<file path="src/hdl/frd_pkg.sv">
// Shared types, control word layout and microcode table of the fraction reducer.
`timescale 1ns / 1ps
`default_nettype none

package frd_pkg;

	localparam int DATA_WIDTH_DEF = 32;
	localparam int STEP_W         = 4;

	typedef logic [STEP_W-1:0] step_t;

	typedef enum logic [3:0] {
		OP_NOP        = 4'd0,
		OP_LOAD       = 4'd1,
		OP_HALVE_BOTH = 4'd2,
		OP_HALVE_X    = 4'd3,
		OP_HALVE_Y    = 4'd4,
		OP_SUB        = 4'd5,
		OP_SETG       = 4'd6,
		OP_SETG_Y     = 4'd7,
		OP_DIV_INIT   = 4'd8,
		OP_DIV_STEP   = 4'd9,
		OP_NUM_DONE   = 4'd10,
		OP_DEN_DONE   = 4'd11,
		OP_PASS       = 4'd12
	} op_t;

	typedef enum logic [3:0] {
		COND_NEVER     = 4'd0,
		COND_ALWAYS    = 4'd1,
		COND_REQ       = 4'd2,
		COND_DEN_ZERO  = 4'd3,
		COND_NUM_ZERO  = 4'd4,
		COND_BOTH_EVEN = 4'd5,
		COND_X_EVEN    = 4'd6,
		COND_Y_EVEN    = 4'd7,
		COND_X_NE_Y    = 4'd8,
		COND_NOT_LAST  = 4'd9,
		COND_OUT_FREE  = 4'd10
	} cond_t;

	// on a false condition: hold = 1 stays on the step, else falls through
	typedef struct packed {
		op_t   op;
		cond_t cond;
		logic  hold;
		step_t target;
	} ctrl_word_t;

	typedef struct packed {
		logic den_zero;
		logic num_zero;
		logic both_even;
		logic x_even;
		logic y_even;
		logic x_ne_y;
		logic div_last;
		logic out_full;
	} status_t;

	localparam step_t STEP_IDLE     = 4'd0;
	localparam step_t STEP_CHK_DEN  = 4'd1;
	localparam step_t STEP_CHK_NUM  = 4'd2;
	localparam step_t STEP_TWOS     = 4'd3;
	localparam step_t STEP_ODD_X    = 4'd4;
	localparam step_t STEP_ODD_Y    = 4'd5;
	localparam step_t STEP_SUB      = 4'd6;
	localparam step_t STEP_SETG     = 4'd7;
	localparam step_t STEP_DIVN_IN  = 4'd8;
	localparam step_t STEP_DIVN     = 4'd9;
	localparam step_t STEP_NUM_DONE = 4'd10;
	localparam step_t STEP_DIVD     = 4'd11;
	localparam step_t STEP_DEN_DONE = 4'd12;
	localparam step_t STEP_PASS     = 4'd13;
	localparam step_t STEP_SETG_Y   = 4'd14;
	localparam step_t STEP_LAST     = STEP_SETG_Y;

	function automatic ctrl_word_t frd_rom(input step_t pc);
		ctrl_word_t w;
		w = '{op: OP_NOP, cond: COND_ALWAYS, hold: 1'b0, target: STEP_IDLE};
		case (pc)
			STEP_IDLE:     w = '{OP_LOAD,       COND_REQ,       1'b1, STEP_CHK_DEN};
			STEP_CHK_DEN:  w = '{OP_NOP,        COND_DEN_ZERO,  1'b0, STEP_PASS};
			STEP_CHK_NUM:  w = '{OP_NOP,        COND_NUM_ZERO,  1'b0, STEP_SETG_Y};
			STEP_TWOS:     w = '{OP_HALVE_BOTH, COND_BOTH_EVEN, 1'b0, STEP_TWOS};
			STEP_ODD_X:    w = '{OP_HALVE_X,    COND_X_EVEN,    1'b0, STEP_ODD_X};
			STEP_ODD_Y:    w = '{OP_HALVE_Y,    COND_Y_EVEN,    1'b0, STEP_ODD_Y};
			STEP_SUB:      w = '{OP_SUB,        COND_X_NE_Y,    1'b0, STEP_ODD_Y};
			STEP_SETG:     w = '{OP_SETG,       COND_NEVER,     1'b0, STEP_IDLE};
			STEP_DIVN_IN:  w = '{OP_DIV_INIT,   COND_NEVER,     1'b0, STEP_IDLE};
			STEP_DIVN:     w = '{OP_DIV_STEP,   COND_NOT_LAST,  1'b0, STEP_DIVN};
			STEP_NUM_DONE: w = '{OP_NUM_DONE,   COND_NEVER,     1'b0, STEP_IDLE};
			STEP_DIVD:     w = '{OP_DIV_STEP,   COND_NOT_LAST,  1'b0, STEP_DIVD};
			STEP_DEN_DONE: w = '{OP_DEN_DONE,   COND_OUT_FREE,  1'b1, STEP_IDLE};
			STEP_PASS:     w = '{OP_PASS,       COND_OUT_FREE,  1'b1, STEP_IDLE};
			STEP_SETG_Y:   w = '{OP_SETG_Y,     COND_ALWAYS,    1'b0, STEP_DIVN_IN};
			default:       w = '{OP_NOP,        COND_ALWAYS,    1'b0, STEP_IDLE};
		endcase
		return w;
	endfunction

endpackage

`default_nettype wire

</file>
<file path="src/hdl/frd_datapath.sv">
// Datapath of the fraction reducer: GCD registers, restoring divider, result registers.
`timescale 1ns / 1ps
`default_nettype none

module frd_datapath
	import frd_pkg::*;
#(
	parameter int DATA_WIDTH = DATA_WIDTH_DEF
) (
	input  wire logic                         clk,
	input  wire logic                         arst_n,
	input  wire op_t                          op,
	input  wire logic                         in_valid,
	input  wire logic signed [DATA_WIDTH-1:0] num_in,
	input  wire logic signed [DATA_WIDTH-1:0] den_in,
	output logic                              out_valid,
	input  wire logic                         out_stall,
	output logic signed [DATA_WIDTH-1:0]      num_out,
	output logic signed [DATA_WIDTH-1:0]      den_out,
	output logic                              zero_den,
	output status_t                           status
);

	localparam int CNT_W = $clog2(DATA_WIDTH);
	localparam logic [CNT_W-1:0] CNT_LAST = CNT_W'(DATA_WIDTH - 1);

	logic [DATA_WIDTH-1:0] n_q, d_q, x_q, y_q, g_q, rem_q, quo_q, num_res_q;
	logic [DATA_WIDTH-1:0] num_out_q, den_out_q;
	logic [CNT_W-1:0]      k_q, cnt_q;
	logic                  zero_q, out_valid_q;

	logic [DATA_WIDTH-1:0] n_mag, d_mag, div_sh, quo_neg;
	logic                  div_ge, out_free;

	assign n_mag    = n_q[DATA_WIDTH-1] ? (~n_q + 1'b1) : n_q;
	assign d_mag    = d_q[DATA_WIDTH-1] ? (~d_q + 1'b1) : d_q;
	// remainder stays below g <= 2^(W-1), so the shifted value fits in W bits
	assign div_sh   = {rem_q[DATA_WIDTH-2:0], quo_q[DATA_WIDTH-1]};
	assign div_ge   = div_sh >= g_q;
	assign quo_neg  = ~quo_q + 1'b1;
	assign out_free = !out_valid_q || !out_stall;

	always_comb begin
		status.den_zero  = d_q == '0;
		status.num_zero  = n_q == '0;
		status.both_even = !x_q[0] && !y_q[0];
		status.x_even    = !x_q[0];
		status.y_even    = !y_q[0];
		status.x_ne_y    = x_q != y_q;
		status.div_last  = cnt_q == CNT_LAST;
		status.out_full  = out_valid_q && out_stall;
	end

	always_ff @(posedge clk) begin
		case (op)
			OP_LOAD: begin
				if (in_valid) begin
					n_q <= num_in;
					d_q <= den_in;
					x_q <= num_in[DATA_WIDTH-1] ? (~num_in + 1'b1) : num_in;
					y_q <= den_in[DATA_WIDTH-1] ? (~den_in + 1'b1) : den_in;
					k_q <= '0;
				end
			end
			OP_HALVE_BOTH: begin
				if (!x_q[0] && !y_q[0]) begin
					x_q <= x_q >> 1;
					y_q <= y_q >> 1;
					k_q <= k_q + 1'b1;
				end
			end
			OP_HALVE_X: begin
				if (!x_q[0]) x_q <= x_q >> 1;
			end
			OP_HALVE_Y: begin
				if (!y_q[0]) y_q <= y_q >> 1;
			end
			OP_SUB: begin
				// both odd: keep the smaller, replace the other by the difference
				if (x_q < y_q) begin
					y_q <= y_q - x_q;
				end else begin
					x_q <= y_q;
					y_q <= x_q - y_q;
				end
			end
			OP_SETG:   g_q <= x_q << k_q;
			OP_SETG_Y: g_q <= y_q;
			OP_DIV_INIT: begin
				rem_q <= '0;
				quo_q <= n_mag;
				cnt_q <= '0;
			end
			OP_DIV_STEP: begin
				rem_q <= div_ge ? (div_sh - g_q) : div_sh;
				quo_q <= {quo_q[DATA_WIDTH-2:0], div_ge};
				cnt_q <= cnt_q + 1'b1;
			end
			OP_NUM_DONE: begin
				num_res_q <= n_q[DATA_WIDTH-1] ? quo_neg : quo_q;
				rem_q     <= '0;
				quo_q     <= d_mag;
				cnt_q     <= '0;
			end
			OP_DEN_DONE: begin
				if (out_free) begin
					num_out_q <= num_res_q;
					den_out_q <= d_q[DATA_WIDTH-1] ? quo_neg : quo_q;
					zero_q    <= 1'b0;
				end
			end
			OP_PASS: begin
				if (out_free) begin
					num_out_q <= n_q;
					den_out_q <= d_q;
					zero_q    <= 1'b1;
				end
			end
			default: begin
			end
		endcase
	end

	always_ff @(posedge clk or negedge arst_n) begin
		if (!arst_n) begin
			out_valid_q <= 1'b0;
		end else begin
			if ((op == OP_DEN_DONE || op == OP_PASS) && out_free) out_valid_q <= 1'b1;
			else if (out_valid_q && !out_stall) out_valid_q <= 1'b0;
		end
	end

	assign out_valid = out_valid_q;
	assign num_out   = num_out_q;
	assign den_out   = den_out_q;
	assign zero_den  = zero_q;

	a_sub_odd: assert property (@(posedge clk) disable iff (!arst_n)
		op == OP_SUB |-> x_q[0] && y_q[0])
		else $error("subtract step reached with an even operand");

	a_rem_below_g: assert property (@(posedge clk) disable iff (!arst_n)
		op == OP_DIV_STEP |-> rem_q < g_q)
		else $error("divider remainder not below divisor");

endmodule

`default_nettype wire

</file>
<file path="src/hdl/fraction_reducer_core.sv">
// Top level of the fraction reducer: microcode sequencer driving the datapath.
// Flow: a zero denominator is passed straight to the output register with zero_den set; a zero
// numerator takes g from the denominator, otherwise the binary GCD loop (halvings, then
// subtract rounds) sets g; numerator and denominator are then divided by g in turn.
// Requests: one at a time, as in_stall is high outside the idle step; the next request is
// taken at the idle step even while the previous result still waits at the output register.
// Reset: arst_n clears the step counter and the output valid; no result is pending.
`timescale 1ns / 1ps
`default_nettype none

module fraction_reducer_core
	import frd_pkg::*;
#(
	parameter int DATA_WIDTH = DATA_WIDTH_DEF
) (
	input  wire logic                         clk,
	input  wire logic                         arst_n,
	input  wire logic                         in_valid,
	output logic                              in_stall,
	input  wire logic signed [DATA_WIDTH-1:0] num_in,
	input  wire logic signed [DATA_WIDTH-1:0] den_in,
	output logic                              out_valid,
	input  wire logic                         out_stall,
	output logic signed [DATA_WIDTH-1:0]      num_out,
	output logic signed [DATA_WIDTH-1:0]      den_out,
	output logic                              zero_den
);

	step_t      pc_q, pc_next;
	ctrl_word_t ctrl;
	status_t    status;
	logic       take;

	assign ctrl     = frd_rom(pc_q);
	assign in_stall = pc_q != STEP_IDLE;

	always_comb begin
		case (ctrl.cond)
			COND_NEVER:     take = 1'b0;
			COND_ALWAYS:    take = 1'b1;
			COND_REQ:       take = in_valid;
			COND_DEN_ZERO:  take = status.den_zero;
			COND_NUM_ZERO:  take = status.num_zero;
			COND_BOTH_EVEN: take = status.both_even;
			COND_X_EVEN:    take = status.x_even;
			COND_Y_EVEN:    take = status.y_even;
			COND_X_NE_Y:    take = status.x_ne_y;
			COND_NOT_LAST:  take = !status.div_last;
			COND_OUT_FREE:  take = !status.out_full;
			default:        take = 1'b1;
		endcase
		if (take) pc_next = ctrl.target;
		else if (ctrl.hold) pc_next = pc_q;
		else pc_next = pc_q + 1'b1;
	end

	always_ff @(posedge clk or negedge arst_n) begin
		if (!arst_n) begin
			pc_q <= STEP_IDLE;
		end else begin
			pc_q <= pc_next;
		end
	end

	frd_datapath #(
		.DATA_WIDTH(DATA_WIDTH)
	) u_datapath (
		.clk      (clk),
		.arst_n   (arst_n),
		.op       (ctrl.op),
		.in_valid (in_valid),
		.num_in   (num_in),
		.den_in   (den_in),
		.out_valid(out_valid),
		.out_stall(out_stall),
		.num_out  (num_out),
		.den_out  (den_out),
		.zero_den (zero_den),
		.status   (status)
	);

	a_step_range: assert property (@(posedge clk) disable iff (!arst_n)
		pc_q <= STEP_LAST)
		else $error("step counter outside the microcode table");

	a_accept_starts: assert property (@(posedge clk) disable iff (!arst_n)
		in_valid && !in_stall |=> pc_q == STEP_CHK_DEN)
		else $error("accepted request did not start the program");

	a_zero_flag: assert property (@(posedge clk) disable iff (!arst_n)
		out_valid |-> (zero_den == (den_out == '0)))
		else $error("zero_den flag disagrees with the denominator");

endmodule

`default_nettype wire
</file>
<file path="config.mk">
export PLATFORM = sky130hd
export DESIGN_NAME = fraction_reducer_core
export DESIGN_NICKNAME = d
export VERILOG_FILES = /design/src/hdl/frd_pkg.sv /design/src/hdl/frd_datapath.sv /design/src/hdl/fraction_reducer_core.sv
export SDC_FILE = /design/constraint.sdc
export NUM_CORES = 1
export LEC_CHECK = 0
export BUFFER_PORTS_ARGS = -buffer_cell sky130_fd_sc_hd__buf_2
export CORE_ASPECT_RATIO = 1.4
export CORE_MARGIN = 3
export CORE_UTILIZATION = 30
export DETAILED_ROUTE_END_ITERATION = 7
export RECOVER_POWER = 50
export SYNTH_ARGS = -nofsm -noshare
export SYNTH_HDL_FRONTEND = slang
export SYNTH_HIERARCHICAL = 1
export SYNTH_SLANG_ARGS = --single-unit
export TNS_END_PERCENT = 50
</file>
<file path="constraint.sdc">
create_clock -name clk -period 15.64 [get_ports clk]
set_input_delay 1.564 -clock clk [delete_from_list [all_inputs] [get_ports clk]]
set_output_delay 1.564 -clock clk [all_outputs]
set_load 0.02 [all_outputs]
</file>
==> results.ini, run 1 <==
[cts]
h-tree-depth=2
cts_num_sinks=335
clk_latency_ns=0.54
worst_setup_hold_path_clk_slew_ns=0.06
cts_tree=yes
cts_root_buffer=sky130_fd_sc_hd__clkbuf_16
post_cts.repair.setup_buffers=0
cts-hold-fix-buffers=0
cts_buffer_depth=3
cts-buffers-inserted=35
cts.repair.resized=0

[routing]
routed-via-count=19580
detail_route.iter0.violations=1568
drc=0
vias_per_cell=5.461
routed_wl_um=75080
detail_route.first_pass.iterations=6
ant_nets=0
average_wire_length_per_cell_after_detail_routing_um=20.94

[final_layout]
area.growth.synth_to_final_pct=11.00
most_frequent_cells_in_the_layout=sky130_fd_sc_hd__edfxtp_1 (330), sky130_fd_sc_hd__nand2_1 (258), sky130_fd_sc_hd__o21ai_0 (233)
final.fill_count=8101
layout-drive-gt1-share_pct=7.072
utilization_pct=33.71
fin_cells=3585
antenna_cells_inserted=0
layout.nets=2696
final_common_cell=sky130_fd_sc_hd__edfxtp_1

[place]
dp_slack_ns=10.58
hpwl_detailed_um=56550
io_buffers=134
gp_routability_congestion=0.9776
placedCellCount=3527

[setup_path]
worst-path-max-fanout=64
timing.critical_path.cells=inv_1 -> ha_1 -> mux2i_1 -> a21boi_0 -> inv_1 -> nor2_1 -> and3_2 -> clkbuf_1
kind_of_end_point_of_the_critical_path=flop
cp_common_cell=sky130_fd_sc_hd__inv_1
critPathSlowestCell=sky130_fd_sc_hd__clkbuf_1
critical_path_required_ns=15.68
category_of_the_critical_setup_timing_path=flop to flop
critPathLaunchType=flop
timing.reg2reg.setup_slack_ns=8.66
critical-path-top-delay-family=buffers and inverters
worstPathArrival_ns=7.02
critical_path.n_buffers_inverters=3
max_stage_delay_ns=2.59

[logic_synthesis]
combinational_family_with_the_most_area_after_synthesis=compound AO/OA/AOI/OAI gates
sequential_to_total_area_share_from_yosys_stat_pct=41.71
syn_nets=2638
distinct_cell_type_count_after_synthesis=83
post-synth-top-area-cell=sky130_fd_sc_hd__edfxtp_1
synth-edff-count=330
synth_area_in_adders_pct=6.230
synth_seq_cells=335
postSynth.asyncResetShare_pct=1.493
syn_area_mm2=0.02406
synth_compound_area_share_pct=19.52
synth_cells=2452
yosys_warnings=6
synth_xor_area_share_pct=8.555
syn-mean-instance-area_um2=9.812
synthTopCellsByArea=sky130_fd_sc_hd__edfxtp_1 (41%), sky130_fd_sc_hd__ha_1 (6.0%), sky130_fd_sc_hd__o21ai_0 (4.8%)
synth_top_area_share_pct=41.19
synth_ff_type=sky130_fd_sc_hd__edfxtp_1
muxShareOfSynthArea_pct=7.213
synth_simple_gate_area_share_pct=12.35

[timing]
max-slew-margin-rel_pct=-147.8
layout_min_cycle_time_ns=6.984
final-setup-viol-count=0
timing.final.max_slew_violations=359
final.setup.worst_slack_ns=8.656
final_critical_path_share_of_the_clock_period_pct=44.65
grt_setup_unrepaired=false
hold_violations=0
fmaxAchievable_ghz=0.1432
worst_case_clock_skew_ns=0.02653
max_slew.worst_pin.slew_ns=3.717
timing.setup.tns_ns=0

[power]
power.net_switching_w=0.0003921
power_density_mw_per_mm2=70.67
seq_power_share_pct=51.9
pwr-share-clk_pct=45.0
power.ir.vdd_worst_mv=0.06839
internal_power_w=0.001495
leakage_nw=9.515
swShare_pct=20.78
combinationalPowerShare_pct=3.1

[global_route]
grt_max_degree=98
grt_pass1_wl_um=114000
grt_remaining_overflow=0
grtUsageTotal_pct=17.39
number_of_antenna_violations_at_the_first_check_in_global_routing=2
grt_pass1_vias=19110

[status]
status=finished with violations
failing_checks=max-capacitance violations, max-slew violations

[min_path]
type_of_the_tightest_min_delay_check=flop to flop

[floorplan]
pin_count=135
fp-row-count=122
die-height_um=341.1
core-area_mm2=0.07922
initial_util_pct=30.37
die_area_mm2=0.08368
die_w_um=245.3

[flow_run]
maxCapViolCount=9

-- synthesized netlist by cell type (11+ instances only) --
master                       n
sky130_fd_sc_hd__o21ai_0   233
sky130_fd_sc_hd__nor4_1     11
sky130_fd_sc_hd__xor2_1    112
sky130_fd_sc_hd__nor3_1     29
sky130_fd_sc_hd__edfxtp_1  330
sky130_fd_sc_hd__o22ai_1    17
sky130_fd_sc_hd__a21oi_1   150
sky130_fd_sc_hd__nand3_1    24
sky130_fd_sc_hd__mux2_2     47
sky130_fd_sc_hd__o21bai_1   11
sky130_fd_sc_hd__a22oi_1    87
sky130_fd_sc_hd__nand2_1   258
sky130_fd_sc_hd__ha_1      115
sky130_fd_sc_hd__or3_1      46
sky130_fd_sc_hd__clkbuf_1  120
sky130_fd_sc_hd__nand4_1    12
sky130_fd_sc_hd__nor2_1    127
sky130_fd_sc_hd__o21a_1     15
sky130_fd_sc_hd__o211ai_1   12
sky130_fd_sc_hd__buf_1      13
sky130_fd_sc_hd__o31ai_1    43
sky130_fd_sc_hd__a21o_1     37
sky130_fd_sc_hd__xnor2_1   123
sky130_fd_sc_hd__nand2b_1   28
sky130_fd_sc_hd__mux4_2     32
sky130_fd_sc_hd__mux2i_1    44
sky130_fd_sc_hd__a211oi_1   41
sky130_fd_sc_hd__o41ai_1    16
sky130_fd_sc_hd__and3_1     13
sky130_fd_sc_hd__inv_1     136
sky130_fd_sc_hd__nor2b_1    20
sky130_fd_sc_hd__or4_1      19
-- kinds of logic (layout without fill, tap and decap cells) --
logic type / count (synthesis) / after routing
XOR/XNOR: 235 / 235
adder cells (fa/ha/maj): 118 / 118
AO/OA/AOI/OAI: 736 / 736
buffers and inverters: 278 / 357
AND/OR/NAND/NOR: 624 / 624
flip-flops: 335 / 335
multiplexers: 126 / 126
-- worst reg2reg max path, delay by kind of cell (launching register included) --
| family | cells | cell delay, ns |
|---|---|---|
| simple gates | 2 | 0.47 |
| buf+inv | 3 | 3.44 |
| mux | 1 | 0.08 |
| flops | 1 | 0.59 |
| compound gates | 1 | 1.61 |
| fa+ha+maj | 1 | 0.26 |
-- final timing paths --
path	start	end	depth (start not counted)
setup / recovery	pc_q[1]	u_datapath/d_q[21]	8
hold / removal	u_datapath/quo_q[0]	u_datapath/num_res_q[0]	0
setup reg to reg	pc_q[1]	u_datapath/d_q[21]	8
hold reg to reg	u_datapath/quo_q[0]	u_datapath/num_res_q[0]	0
min in group asynchronous	arst_n	u_datapath/out_valid	1
max in group asynchronous	arst_n	pc_q[3]	1
-- registers in the layout, summed over array words and instances (netlist names) --
signal / count
u_datapath/d_q: 32
u_datapath/den_out: 32
u_datapath/g_q: 32
u_datapath/n_q: 32
u_datapath/num_out: 32
u_datapath/num_res_q: 32
u_datapath/quo_q: 32
u_datapath/x_q: 32
u_datapath/y_q: 32
u_datapath/rem_q: 31
u_datapath/cnt_q: 5
u_datapath/k_q: 5
pc_q: 4
u_datapath/out_valid: 1
u_datapath/zero_den: 1
-- routing by layer --
layer,up-vias,global-route usage (%),routed length [um]
li1,9210,-,-
met1,9510,20.44,28990
met2,666,30.73,37400
met3,189,1.815,3890
met4,4,9.884,4781
met5,-,0,23
-- power by group through the flow --
| stage | registers [W] | logic [W] | clock network (W) |
|---|---|---|---|
| floorplan | 0.000998 | 0.0000300 | 0 |
| global placement | 0.000998 | 0.0000591 | 0 |
| detailed placement | 0.000998 | 0.0000604 | 0 |
| CTS | 0.000979 | 0.0000610 | 0.000871 |
| global route | 0.000978 | 0.0000656 | 0.000900 |
| finish | 0.000979 | 0.0000594 | 0.000849 |
-- area by class of cell --
| class | count | area, um^2 | area share (%) |
|---|---|---|---|
| repair buffers | 162 | 681.9 | 2.553 |
| multi-input cells | 1839 | 13040 | 48.82 |
| clock inverters | 14 | 165.2 | 0.6184 |
| clock buffers | 44 | 952.2 | 3.565 |
| inverters | 137 | 514.2 | 1.926 |
| well taps | 1054 | 1319 | 4.938 |
| flip-flops and latches | 335 | 10030 | 37.57 |
-- metrics by stage --
stage | hold slack, ns | cell area, um^2 | power, W
finish | 0.5209 | 26710 | 0.001887
global route | 0.5377 | 26710 | 0.001944
CTS | 0.5213 | 26930 | 0.001910
detailed placement | 0.5108 | 25810 | 0.001058
global placement | 0.4993 | 25810 | 0.001057
floorplan | 0.4668 | 24060 | 0.001028
Power figures use the tool's default switching activity.
==> run 2: changes to the inputs <==
--- a/config.mk
+++ b/config.mk
@@ -5,6 +5,7 @@
 export SDC_FILE = /design/constraint.sdc
 export NUM_CORES = 1
 export LEC_CHECK = 0
+export ABC_AREA = 1
 export BUFFER_PORTS_ARGS = -buffer_cell sky130_fd_sc_hd__buf_2
 export CORE_ASPECT_RATIO = 1.4
 export CORE_MARGIN = 3
==> constraint.sdc (replaced) <==
create_clock -name clk -period 5.8 [get_ports clk]
set_input_delay 0.58 -clock clk [delete_from_list [all_inputs] [get_ports clk]]
set_output_delay 0.58 -clock clk [all_outputs]
set_load 0.02 [all_outputs]
==> results.ini, run 2 <==
[place]
gp_routability_congestion=1.003
io_buffers=134
hpwl_detailed_um=86880
placedCellCount=5160
placed_area_mm2=0.02925

[logic_synthesis]
top_cells_by_instance_count_after_synthesis=sky130_fd_sc_hd__nand2_1 (1240), sky130_fd_sc_hd__inv_1 (528), sky130_fd_sc_hd__nor2_1 (357)
post-synth-top-count-cell=sky130_fd_sc_hd__nand2_1
postSynth.asyncResetShare_pct=1.493
synth_ff_type=sky130_fd_sc_hd__edfxtp_1
distinct_cell_type_count_after_synthesis=58
synth_seq_cells=335
synth-edff-count=330
yosys_warnings=6
synth_cells=3927
post-synth-top-area-cell=sky130_fd_sc_hd__edfxtp_1
syn_area_mm2=0.02734
syn_nets=4113
sequential_to_total_area_share_from_yosys_stat_pct=36.71
synthTopCellsByArea=sky130_fd_sc_hd__edfxtp_1 (36%), sky130_fd_sc_hd__nand2_1 (17%), sky130_fd_sc_hd__inv_1 (7.2%)
syn-mean-instance-area_um2=6.961
synth_top_area_share_pct=36.25

[setup_path]
timing.reg2reg.setup_slack_ns=1.00
worstPathArrival_ns=5.14
cp_common_cell=sky130_fd_sc_hd__inv_1
critical_path_required_ns=6.14
r2r_end=u_datapath/quo_q[3]
timing.critical_path.cells=inv_1 -> ha_1 -> o21ai_0 -> a21oi_1 -> inv_1 -> nand2_1 -> nor2_1 -> inv_1 -> nor2_1 -> clkinv_1 -> o311ai_0
r2r_cell_count=11
critPathSlowestCell=sky130_fd_sc_hd__nor2_1
regToRegStartpoint=pc_q[1]
max_stage_delay_ns=1.06
worst-path-max-fanout=11
kind_of_end_point_of_the_critical_path=flop
category_of_the_critical_setup_timing_path=flop to flop
critPathLaunchType=flop

[cts]
cts_num_sinks=335
cts.repair.resized=0
cts_buffer_depth=3
clk_latency_ns=0.57
worst_setup_hold_path_clk_slew_ns=0.07
h-tree-depth=2
cts_tree=yes
cts-buffers-inserted=34
cts_root_buffer=sky130_fd_sc_hd__clkbuf_16

[floorplan]
die_w_um=261.1
initial_util_pct=30.34
fp-row-count=130
die_area_mm2=0.09483
pin_count=135
die-height_um=363.2
core-area_mm2=0.09011

[global_route]
grt_max_degree=95
number_of_antenna_violations_at_the_first_check_in_global_routing=8
grt_remaining_overflow=0
grtUsageTotal_pct=21.90
grt_pass1_vias=25590
grt_pass1_wl_um=156800

[routing]
drc=0
vias_per_cell=5.146
detail_route.iter0.violations=2300
ant_nets=0
routed-via-count=26900
routed_wl_um=106900
detail_route.first_pass.iterations=6
average_wire_length_per_cell_after_detail_routing_um=20.45

[final_layout]
most_frequent_cells_in_the_layout=sky130_fd_sc_hd__nand2_1 (1240), sky130_fd_sc_hd__inv_1 (528), sky130_fd_sc_hd__nor2_1 (358)
area.growth.synth_to_final_pct=9.987
layout-drive-gt1-share_pct=3.843
design_area_mm2=0.03007
fin_cells=5227
final.fill_count=9881
layout.nets=4195
final_common_cell=sky130_fd_sc_hd__nand2_1

[timing]
worst_case_clock_skew_ns=0.03386
timing.final.max_slew_violations=401
final_critical_path_share_of_the_clock_period_pct=82.75
fmaxAchievable_ghz=0.2084
max_slew.worst_pin.slew_ns=2.303
max-slew-margin-rel_pct=-53.52
final-setup-viol-count=0
hold_violations=0
grt_setup_unrepaired=false
layout_min_cycle_time_ns=4.799
timing.setup.tns_ns=0

[status]
failing_checks=max-capacitance violations, max-slew violations
status=finished with violations

[flow_run]
maxCapViolCount=9

[min_path]
hold_depth=1
min_from=den_in[21]
holdPathEnd=u_datapath/d_q[21]
type_of_the_tightest_min_delay_check=primary input to flop

run 2: how the worst max path moves through the flow:
stage | start | endpoint | slack [ns] | cells after the start
finish | pc_q[1] | u_datapath/quo_q[3] | 1.00 | 11
global route | pc_q[1] | u_datapath/quo_q[6] | 0.79 | 11
CTS | pc_q[1] | u_datapath/g_q[19] | 1.77 | 11
detailed placement | pc_q[1] | u_datapath/g_q[13] | 1.80 | 11
global placement | pc_q[1] | u_datapath/g_q[19] | 1.89 | 11
floorplan | pc_q[1] | u_datapath/den_out[0] | 0.49 | 10
run 2: metrics by stage:
step	util [%]	hold slack [ns]	worst slack [ns]
3_3_place_gp	32.46	0.4255	1.893
2_1_floorplan	-	0.2844	0.4884
6_report	33.37	0.2736	1.001
3_5_place_dp	32.46	0.4244	1.802
5_1_grt	33.36	0.2655	0.7860
4_1_cts	33.63	0.2166	1.769
run 2: cells by family after synthesis:
logic type / after synthesis / share of synthesized area (%)
DFF: 335 / 36.71
buffers and inverters: 671 / 9.547
xor gates and xnor gates: 115 / 3.684
and+or+nand+nor: 2086 / 31.99
AOI/OAI and AO/OA: 591 / 12.19
adders and majority gates: 118 / 5.483
muxes: 11 / 0.4028
run 2: final cells by class:
cell class              count  area [um^2]  area share (%)
multi-input cells        2921        14700           48.89
flip-flops and latches    335        10030           33.37
diodes                      6        15.01         0.04994
clock buffers              38        865.8           2.880
repair buffers            165        713.2           2.372
well taps                1188         1486           4.944
clock inverters            22        181.4          0.6034
inverters                 552         2072           6.891
run 2: routing by layer:
layer	vias to the layer above	track usage [%]	wire [um]
met5	-	0	0
met4	0	16.13	9218
met3	316	1.797	5509
met2	1093	39.25	53010
met1	12460	24.04	39160
li1	13030	-	-
run 2: critical path, delay by kind of cell, from the launching register on:
| family | cells | cell delay [ns] |
|---|---|---|
| compound gates | 3 | 0.82 |
| simple gates | 3 | 1.51 |
| fa+ha+maj | 1 | 0.37 |
| flops | 1 | 0.56 |
| buf+inv | 4 | 1.32 |
run 2: what timing repair did:
item | CTS | global route
setup buffers | 0 | 0
hold buffers | 1 | 0
endpoints found under the hold margin | 5 | 0
Power of run 2 is left out: the tool's default activity adds up to more than one toggle a clock period on the data nets, which glitch-free logic cannot reach.
